<file path="config.mk">
export PLATFORM = sky130hd
export DESIGN_NAME = infix_arithmetic_evaluator_core
export DESIGN_NICKNAME = d
export VERILOG_FILES = /design/src/iae_pkg.sv /design/src/iae_muldiv.sv /design/src/infix_arithmetic_evaluator_core.sv
export SDC_FILE = /design/constraint.sdc
export NUM_CORES = 1
export LEC_CHECK = 0
export ABC_AREA = 1
export BUFFER_PORTS_ARGS = -buffer_cell sky130_fd_sc_hd__buf_4
export CORE_UTILIZATION = 32
export DETAILED_ROUTE_END_ITERATION = 12
export PLACE_DENSITY = 0.6
export SYNTH_ARGS = -nofsm -noshare
export SYNTH_HDL_FRONTEND = slang
export SYNTH_HIERARCHICAL = 1
export SYNTH_SLANG_ARGS = --single-unit
</file>
<file path="constraint.sdc">
create_clock -name clk -period 7.86 [get_ports clk]
set_clock_uncertainty 0.2 [all_clocks]
set_input_delay 0.786 -clock clk [delete_from_list [all_inputs] [get_ports clk]]
set_output_delay 0.786 -clock clk [all_outputs]
set_load 0.05 [all_outputs]
</file>
<file path="src/iae_pkg.sv">
// Shared constants, codes and types for the infix arithmetic evaluator.
package iae_pkg;

  localparam int VALUE_WIDTH   = 48;
  localparam int FRACTION_BITS = 16;
  localparam int NUM_WIDTH     = 32;

  localparam int ITER_MAX = (VALUE_WIDTH > NUM_WIDTH) ? VALUE_WIDTH : NUM_WIDTH;
  localparam int CNT_W    = $clog2(ITER_MAX);
  localparam int QW       = NUM_WIDTH + FRACTION_BITS;
  localparam int WW       = (QW > VALUE_WIDTH) ? QW : VALUE_WIDTH;

  localparam logic [VALUE_WIDTH-1:0] VMAX = {1'b0, {(VALUE_WIDTH-1){1'b1}}};
  localparam logic [VALUE_WIDTH-1:0] VMIN = {1'b1, {(VALUE_WIDTH-1){1'b0}}};

  localparam logic [7:0] CH_PLUS  = 8'h2b;
  localparam logic [7:0] CH_MINUS = 8'h2d;
  localparam logic [7:0] CH_MUL   = 8'h2a;
  localparam logic [7:0] CH_DIV   = 8'h2f;
  localparam logic [7:0] CH_ZERO  = 8'h30;
  localparam logic [7:0] CH_NINE  = 8'h39;
  localparam logic [7:0] CH_NUL   = 8'h00;

  localparam logic [1:0] OP_NONE = 2'd0;
  localparam logic [1:0] OP_MUL  = 2'd1;
  localparam logic [1:0] OP_DIV  = 2'd2;

  localparam logic [1:0] ST_OK   = 2'd0;
  localparam logic [1:0] ST_OVF  = 2'd1;
  localparam logic [1:0] ST_DIV0 = 2'd2;
  localparam logic [1:0] ST_UNK  = 2'd3;

  typedef struct packed {
    logic go;
    logic is_div;
  } md_cmd_t;

  typedef struct packed {
    logic done;
    logic ovf;
  } md_rsp_t;

endpackage

</file>
<file path="src/iae_muldiv.sv">
// Bit-serial saturating multiplier and restoring divider for the open term.
module iae_muldiv (
  input  logic                           clk,
  input  logic                           rst,
  input  iae_pkg::md_cmd_t               cmd,
  input  logic [iae_pkg::VALUE_WIDTH-1:0] term,
  input  logic [iae_pkg::NUM_WIDTH-1:0]   num,
  output iae_pkg::md_rsp_t               rsp,
  output logic [iae_pkg::VALUE_WIDTH-1:0] result
);
  import iae_pkg::*;

  logic                   busy;
  logic                   is_div;
  logic [CNT_W-1:0]       cnt;
  logic [VALUE_WIDTH:0]   prod;
  logic [VALUE_WIDTH-1:0] mcand;
  logic [NUM_WIDTH-1:0]   dsr;
  logic [NUM_WIDTH-1:0]   rem;
  logic [VALUE_WIDTH-1:0] quo;

  logic [VALUE_WIDTH:0]   prod_next;
  logic                   mul_ovf;
  logic [NUM_WIDTH:0]     rem2;
  logic [NUM_WIDTH:0]     rem_sub;
  logic                   ge;
  logic [NUM_WIDTH-1:0]   rem_next;
  logic [VALUE_WIDTH-1:0] quo_next;

  always_comb begin
    prod_next = {prod[VALUE_WIDTH-1:0], 1'b0}
              + (dsr[NUM_WIDTH-1] ? {1'b0, mcand} : '0);
    mul_ovf   = prod_next > {1'b0, VMAX};
    rem2      = {rem, quo[VALUE_WIDTH-1]};
    rem_sub   = rem2 - {1'b0, dsr};
    ge        = rem2 >= {1'b0, dsr};
    rem_next  = ge ? rem_sub[NUM_WIDTH-1:0] : rem2[NUM_WIDTH-1:0];
    quo_next  = {quo[VALUE_WIDTH-2:0], ge};
  end

  always_ff @(posedge clk) begin
    if (rst) begin
      busy     <= 1'b0;
      rsp.done <= 1'b0;
      rsp.ovf  <= 1'b0;
    end else begin
      rsp.done <= 1'b0;
      if (cmd.go) begin
        busy   <= 1'b1;
        is_div <= cmd.is_div;
        cnt    <= cmd.is_div ? CNT_W'(VALUE_WIDTH - 1) : CNT_W'(NUM_WIDTH - 1);
        prod   <= '0;
        rem    <= '0;
        quo    <= term;
        mcand  <= term;
        dsr    <= num;
      end else if (busy) begin
        cnt <= cnt - 1'b1;
        if (is_div) begin
          rem <= rem_next;
          quo <= quo_next;
          if (cnt == '0) begin
            busy     <= 1'b0;
            rsp.done <= 1'b1;
            rsp.ovf  <= 1'b0;
            result   <= quo_next;
          end
        end else if (mul_ovf) begin
          // product only grows, so the first excess decides
          busy     <= 1'b0;
          rsp.done <= 1'b1;
          rsp.ovf  <= 1'b1;
          result   <= VMAX;
        end else begin
          prod <= prod_next;
          dsr  <= {dsr[NUM_WIDTH-2:0], 1'b0};
          if (cnt == '0) begin
            busy     <= 1'b0;
            rsp.done <= 1'b1;
            rsp.ovf  <= 1'b0;
            result   <= prod_next[VALUE_WIDTH-1:0];
          end
        end
      end
    end
  end

`ifndef SYNTHESIS
  a_go_idle: assert property (@(posedge clk) disable iff (rst) cmd.go |-> !busy)
    else $error("start while busy");
  a_done_pulse: assert property (@(posedge clk) disable iff (rst) rsp.done |=> !rsp.done)
    else $error("done held");
  a_done_end: assert property (@(posedge clk) disable iff (rst) rsp.done |-> !busy)
    else $error("done while busy");
  a_div_no_ovf: assert property (@(posedge clk) disable iff (rst)
    (rsp.done && is_div) |-> !rsp.ovf) else $error("divide flagged overflow");
`endif

endmodule

</file>
<file path="src/infix_arithmetic_evaluator_core.sv">
// Top level: character decode, term and sum registers, sequencer and output beat.
// Steps: a digit or skipped byte is only decoded; an operator also closes the open term
//   and posts it, and a pending '*' or '/' waits in the serial unit between the two.
// One beat at a time: a new beat is taken only in idle; the 48-step serial divider is the longest wait.
// The last beat runs a final close and fold, then holds the result until taken.
// Reset (rst, synchronous) clears the sum, term, number, flags and sequencer.
module infix_arithmetic_evaluator_core (
  input  logic                                   clk,
  input  logic                                   rst,
  input  logic                                   in_valid,
  output logic                                   in_ready,
  input  logic [7:0]                             symbol,
  input  logic                                   is_last,
  output logic                                   out_valid,
  input  logic                                   out_ready,
  output logic signed [iae_pkg::VALUE_WIDTH-1:0] value,
  output logic [1:0]                             status
);
  import iae_pkg::*;

  localparam logic [2:0] S_IDLE  = 3'd0;
  localparam logic [2:0] S_DEC   = 3'd1;
  localparam logic [2:0] S_CLOSE = 3'd2;
  localparam logic [2:0] S_WAIT  = 3'd3;
  localparam logic [2:0] S_POST  = 3'd4;
  localparam logic [2:0] S_OUT   = 3'd5;

  logic [2:0]                    state;
  logic [7:0]                    sym;
  logic                          last;
  logic                          pass2;
  logic [NUM_WIDTH-1:0]          acc;
  logic [VALUE_WIDTH-1:0]        term;
  logic signed [VALUE_WIDTH-1:0] sum;
  logic                          neg;
  logic [1:0]                    pend;
  logic                          started;
  logic [1:0]                    err;

  md_cmd_t                cmd;
  md_rsp_t                rsp;
  logic [VALUE_WIDTH-1:0] md_result;

  logic                   is_digit, is_addsub, is_muldiv, is_skip;
  logic [NUM_WIDTH+3:0]   digit_sum;
  logic                   digit_ovf;
  logic [WW-1:0]          first_q;
  logic                   first_ovf;
  logic                   use_unit;
  logic [VALUE_WIDTH:0]   fold_raw;
  logic                   fold_ovf;
  logic [VALUE_WIDTH-1:0] fold_val;

  iae_muldiv u_md (
    .clk    (clk),
    .rst    (rst),
    .cmd    (cmd),
    .term   (term),
    .num    (acc),
    .rsp    (rsp),
    .result (md_result)
  );

  always_comb begin
    is_digit  = (sym >= CH_ZERO) && (sym <= CH_NINE);
    is_addsub = (sym == CH_PLUS) || (sym == CH_MINUS);
    is_muldiv = (sym == CH_MUL) || (sym == CH_DIV);
    is_skip   = (sym == CH_NUL);
    // acc * 10 + digit as two shifted adds
    digit_sum = ({4'b0, acc} << 3) + ({4'b0, acc} << 1)
              + (NUM_WIDTH + 4)'(sym[3:0]);
    digit_ovf = |digit_sum[NUM_WIDTH+3:NUM_WIDTH];
    first_q   = WW'(acc) << FRACTION_BITS;
    first_ovf = first_q > WW'(VMAX);
    use_unit  = started && ((pend == OP_MUL) || (pend == OP_DIV && acc != '0));
    cmd.go     = (state == S_CLOSE) && use_unit;
    cmd.is_div = (pend == OP_DIV);
    // signed fold with one guard bit
    fold_raw  = neg ? ({sum[VALUE_WIDTH-1], sum} - {1'b0, term})
                    : ({sum[VALUE_WIDTH-1], sum} + {1'b0, term});
    fold_ovf  = fold_raw[VALUE_WIDTH] != fold_raw[VALUE_WIDTH-1];
    fold_val  = fold_ovf ? (neg ? VMIN : VMAX) : fold_raw[VALUE_WIDTH-1:0];
  end

  assign in_ready = (state == S_IDLE);

  always_ff @(posedge clk) begin
    if (rst) begin
      state     <= S_IDLE;
      pass2     <= 1'b0;
      acc       <= '0;
      term      <= '0;
      sum       <= '0;
      neg       <= 1'b0;
      pend      <= OP_NONE;
      started   <= 1'b0;
      err       <= ST_OK;
      out_valid <= 1'b0;
    end else begin
      unique case (state)
        S_IDLE: begin
          if (in_valid) begin
            sym   <= symbol;
            last  <= is_last;
            pass2 <= 1'b0;
            state <= S_DEC;
          end
        end
        S_DEC: begin
          // digits, skipped and unknown bytes end here unless this is the last beat
          if (is_digit) begin
            if (digit_ovf) begin
              acc <= '1;
              if (err == ST_OK) err <= ST_OVF;
            end else begin
              acc <= digit_sum[NUM_WIDTH-1:0];
            end
          end else if (!is_addsub && !is_muldiv && !is_skip) begin
            if (err == ST_OK) err <= ST_UNK;
          end
          if (is_addsub || is_muldiv) begin
            state <= S_CLOSE;
          end else if (last) begin
            pass2 <= 1'b1;
            state <= S_CLOSE;
          end else begin
            state <= S_IDLE;
          end
        end
        S_CLOSE: begin
          if (use_unit) begin
            state <= S_WAIT;
          end else begin
            if (started && pend == OP_DIV) begin
              // divide by zero: a nonzero term saturates
              if (term != '0) term <= VMAX;
              if (err == ST_OK) err <= ST_DIV0;
            end else begin
              term    <= first_ovf ? VMAX : first_q[VALUE_WIDTH-1:0];
              started <= 1'b1;
              if (first_ovf && err == ST_OK) err <= ST_OVF;
            end
            state <= S_POST;
          end
        end
        S_WAIT: begin
          if (rsp.done) begin
            term <= md_result;
            if (rsp.ovf && err == ST_OK) err <= ST_OVF;
            state <= S_POST;
          end
        end
        S_POST: begin
          acc  <= '0;
          pend <= OP_NONE;
          if (pass2) begin
            // emit the folded sum, then drop all expression state
            value     <= fold_val;
            status    <= (fold_ovf && err == ST_OK) ? ST_OVF : err;
            out_valid <= 1'b1;
            sum       <= '0;
            term      <= '0;
            neg       <= 1'b0;
            started   <= 1'b0;
            err       <= ST_OK;
            state     <= S_OUT;
          end else begin
            if (is_muldiv) begin
              pend <= (sym == CH_MUL) ? OP_MUL : OP_DIV;
            end else begin
              sum     <= fold_val;
              term    <= '0;
              started <= 1'b0;
              neg     <= (sym == CH_MINUS);
              if (fold_ovf && err == ST_OK) err <= ST_OVF;
            end
            if (last) begin
              pass2 <= 1'b1;
              state <= S_CLOSE;
            end else begin
              state <= S_IDLE;
            end
          end
        end
        S_OUT: begin
          if (out_ready) begin
            out_valid <= 1'b0;
            state     <= S_IDLE;
          end
        end
        default: state <= S_IDLE;
      endcase
    end
  end

`ifndef SYNTHESIS
  a_one_side: assert property (@(posedge clk) disable iff (rst) !(in_ready && out_valid))
    else $error("input taken while result waits");
  a_out_state: assert property (@(posedge clk) disable iff (rst)
    out_valid |-> (state == S_OUT)) else $error("result outside output state");
  a_emit_clean: assert property (@(posedge clk) disable iff (rst)
    $rose(out_valid) |-> (sum == '0 && !started && err == ST_OK))
    else $error("state not cleared on emit");
  a_term_range: assert property (@(posedge clk) disable iff (rst)
    !term[VALUE_WIDTH-1]) else $error("term magnitude exceeds range");
`endif

endmodule
</file>
==> flow_summary.json <==
{
  "irDropWorstVdd_uv": 189,
  "die_area_um2": 105000,
  "die_y_um": 324,
  "syn-mean-instance-area_um2": 7.24,
  "slowest_stage": "nand2_8",
  "path_clk_slew_ns": 0.06,
  "cts_sinks": 464,
  "die_w_um": 324,
  "cts.repair.resized": 0,
  "numCtsBuffers": 52,
  "place_congestion": 0.991,
  "synth-seq-area-share_pct": 37.8,
  "drt_wl_total_um": 107000,
  "ys_types": 58,
  "placed_cell_area_um2": 34800,
  "final-hold-violation-count": 0,
  "antenna_found_initial": 2,
  "setup_viol": 0,
  "fin_crit_sh_pct": 70.7,
  "status": "completed",
  "worstMarginPinSlew_ns": 1.20,
  "mostFrequentLayoutCells": "1354 x nand2_1, 539 x nor2_1, 522 x inv_1, 322 x edfxtp_1, 258 x nand3_1",
  "syn-cell-area_um2": 33100,
  "dp_cells": 5889,
  "track_usage_pct": 20.1,
  "yosys_warnings": 6,
  "dr.first_iter.drc_count": 2488,
  "clock_latency_ns": 0.64,
  "nFillCells": 11000,
  "cpPeakStageDelay_ns": 0.47,
  "crit_arrival_ns": 5.83,
  "period_needed_ns": 5.56,
  "fp.coreArea_um2": 102000,
  "clk_path_buf_depth": 3,
  "maxCapViolations": 0,
  "io_buffers": 64,
  "cellLeakagePower_nw": 16.9,
  "postLayoutCoreUtil_pct": 35.7,
  "clock.fmax_mhz": 180,
  "end_kind": "flop",
  "cp.required_ns": 8.13,
  "final_common_cell": "nand2_1",
  "switchingPower_mw": 3.36,
  "via_per_inst": 5.02,
  "post_drt_wl_per_cell_um": 17.9,
  "maxSlewViolCount": 0,
  "synth_cells": 4575,
  "num_vias": 30000,
  "clockRootBuffer": "clkbuf_16",
  "post-cts-setup-buffers": 0,
  "area_growth_pct": 10.2,
  "cp-start-kind": "flop",
  "cts.htree.levels": 2,
  "grt_max_degree": 90,
  "hold_buffers": 0,
  "hpwlAfterDp_um": 80500,
  "p_int_mw": 5.09,
  "overflow": 0,
  "synth_flop_cell": "edfxtp_1",
  "drc": 0,
  "drive_above_1_share_pct": 7.99,
  "p_sw_share_pct": 39.8,
  "grt_pass1_vias": 28600,
  "drtPass1Iterations": 6,
  "nets": 4786,
  "async_reset_ff_share_pct": 0,
  "synth_fp_nets": 4786,
  "cp_common_cell": "nand2_1",
  "pwr-share-clk_pct": 29.3,
  "critPathKind": "flop to flop",
  "rsz0062_at_grt": "no",
  "diodes": 0,
  "grt_first_pass_wirelength_um": 165000,
  "p_comb_share_pct": 36.3,
  "final_cells": 5987,
  "cts_tree": "done",
  "initial_utilization_pct": 32.4,
  "io_pins": 65,
  "rows": 117,
  "tns_ns": 0,
  "synth_seq_cells": 464,
  "synth_edf_count": 322,
  "drt.antenna.violating_nets": 0,
  "slew_headroom_pct": 19.5,
  "fin_area_um2": 36500,
  "pwr-share-seq_pct": 34.4,
  "hp-class": "input port to flop",
  "powerDensity_nw_per_um2": 231,
  "critPathMaxFanout": 47
}
## critical path: cells and delay by family (launching register included)
family / cells / cell delay [ns]
AO/OA/AOI/OAI: 1 / 0.08
XOR/XNOR: 1 / 0.18
adder cells (fa/ha/maj): 1 / 0.43
buffers and inverters: 2 / 0.19
flip-flops: 1 / 0.35
AND/OR/NAND/NOR: 22 / 3.91
## metrics by stage
step	hold slack, ns	setup slack, ns	total power [mW]
after floorplan	0.241	0.0200	5.18
after global placement	0.260	2.40	5.95
after detailed placement	0.265	2.32	5.98
after CTS	0.119	2.29	8.48
after global routing	0.130	1.82	8.90
final	0.147	2.30	8.45
## cell families (layout without fill, tap and decap cells)
group / Yosys count / after routing / synth area share (%)
xor gates and xnor gates: 156 / 156 / 4.13
and+or+nand+nor: 2383 / 2383 / 30.5
adders and majority gates: 198 / 198 / 7.59
DFF: 464 / 464 / 37.8
buffers and inverters: 701 / 745 / 8.63
AOI/OAI and AO/OA: 673 / 673 / 11.4
## layer usage
metal	wire length, um	share of wire [%]	vias to the layer above	track usage (%)
met5	22	0.021	-	0
met4	3650	3.4	4	7.05
met3	6110	5.7	163	1.98
met2	47000	44	884	31.5
met1	50300	47	14100	28.8
li1	-	-	14900	-
## final cells by class
class                           count  area (um2)  share of cell area, %
Timing Repair Buffer               88         661                   1.81
Clock inverter                     25         284                  0.778
Clock buffer                       73        1420                   3.89
Tap cell                         1368        1710                   4.69
Inverter                          559        2100                   5.76
Multi-Input combinational cell   3410       17800                   48.8
Sequential cell                   464       12500                   34.3
## Yosys cell counts, types with 8 or more instances
cell type	count	area [um2]
a21oi_2	45	394
a21oi_1	235	1180
buf_4	11	82.6
nand2_1	1355	5090
nor3_1	37	185
a31oi_1	17	106
buf_6	14	158
nor2_1	543	2040
o21ai_1	65	325
inv_1	524	1970
nor4_1	18	113
nand3b_1	12	90.1
nand2_2	19	119
nand2_4	8	90.1
a21o_1	16	120
o21ai_0	235	1180
clkbuf_1	87	327
ha_1	193	2410
nor2_2	19	119
xor2_1	100	876
o21bai_1	30	225
dfxtp_1	142	2840
nand4_1	45	282
inv_2	33	124
nand3_1	259	1300
nand3_2	46	460
buf_2	15	75.1
edfxtp_1	322	9670
xnor2_1	56	490
## power groups by stage
| stage | combinational [mW] | clock (mW) | sequential, mW |
|---|---|---|---|
| final | 3.07 | 2.47 | 2.91 |
| after CTS | 3.05 | 2.52 | 2.90 |
| after global placement | 3.00 | 0 | 2.95 |
| after global routing | 3.38 | 2.60 | 2.91 |
| after detailed placement | 3.02 | 0 | 2.96 |
| after floorplan | 2.27 | 0 | 2.91 |
## path summary, 6_finish.rpt
path	startpoint	to	slack, ns	cells past startpoint
worst max-delay path	term[2]	sum[5]	2.30	27
worst min-delay path	symbol[3]	sym[3]	0.15	1
worst max register to register	term[2]	sum[5]	2.30	27
worst min register to register	started	started	0.28	2
## sequential cells by signal (all words and copies together) (netlist names), 2 cells and up
register	cells
sum	48
sym	8
pend	2
value	48
u_md/result	48
err	2
term	48
acc	32
u_md/prod	48
u_md/quo	48
u_md/cnt	6
u_md/dsr	32
u_md/rsp	2
status	2
state	3
u_md/rem	32
u_md/mcand	48
(Power assumes the default switching activity.)
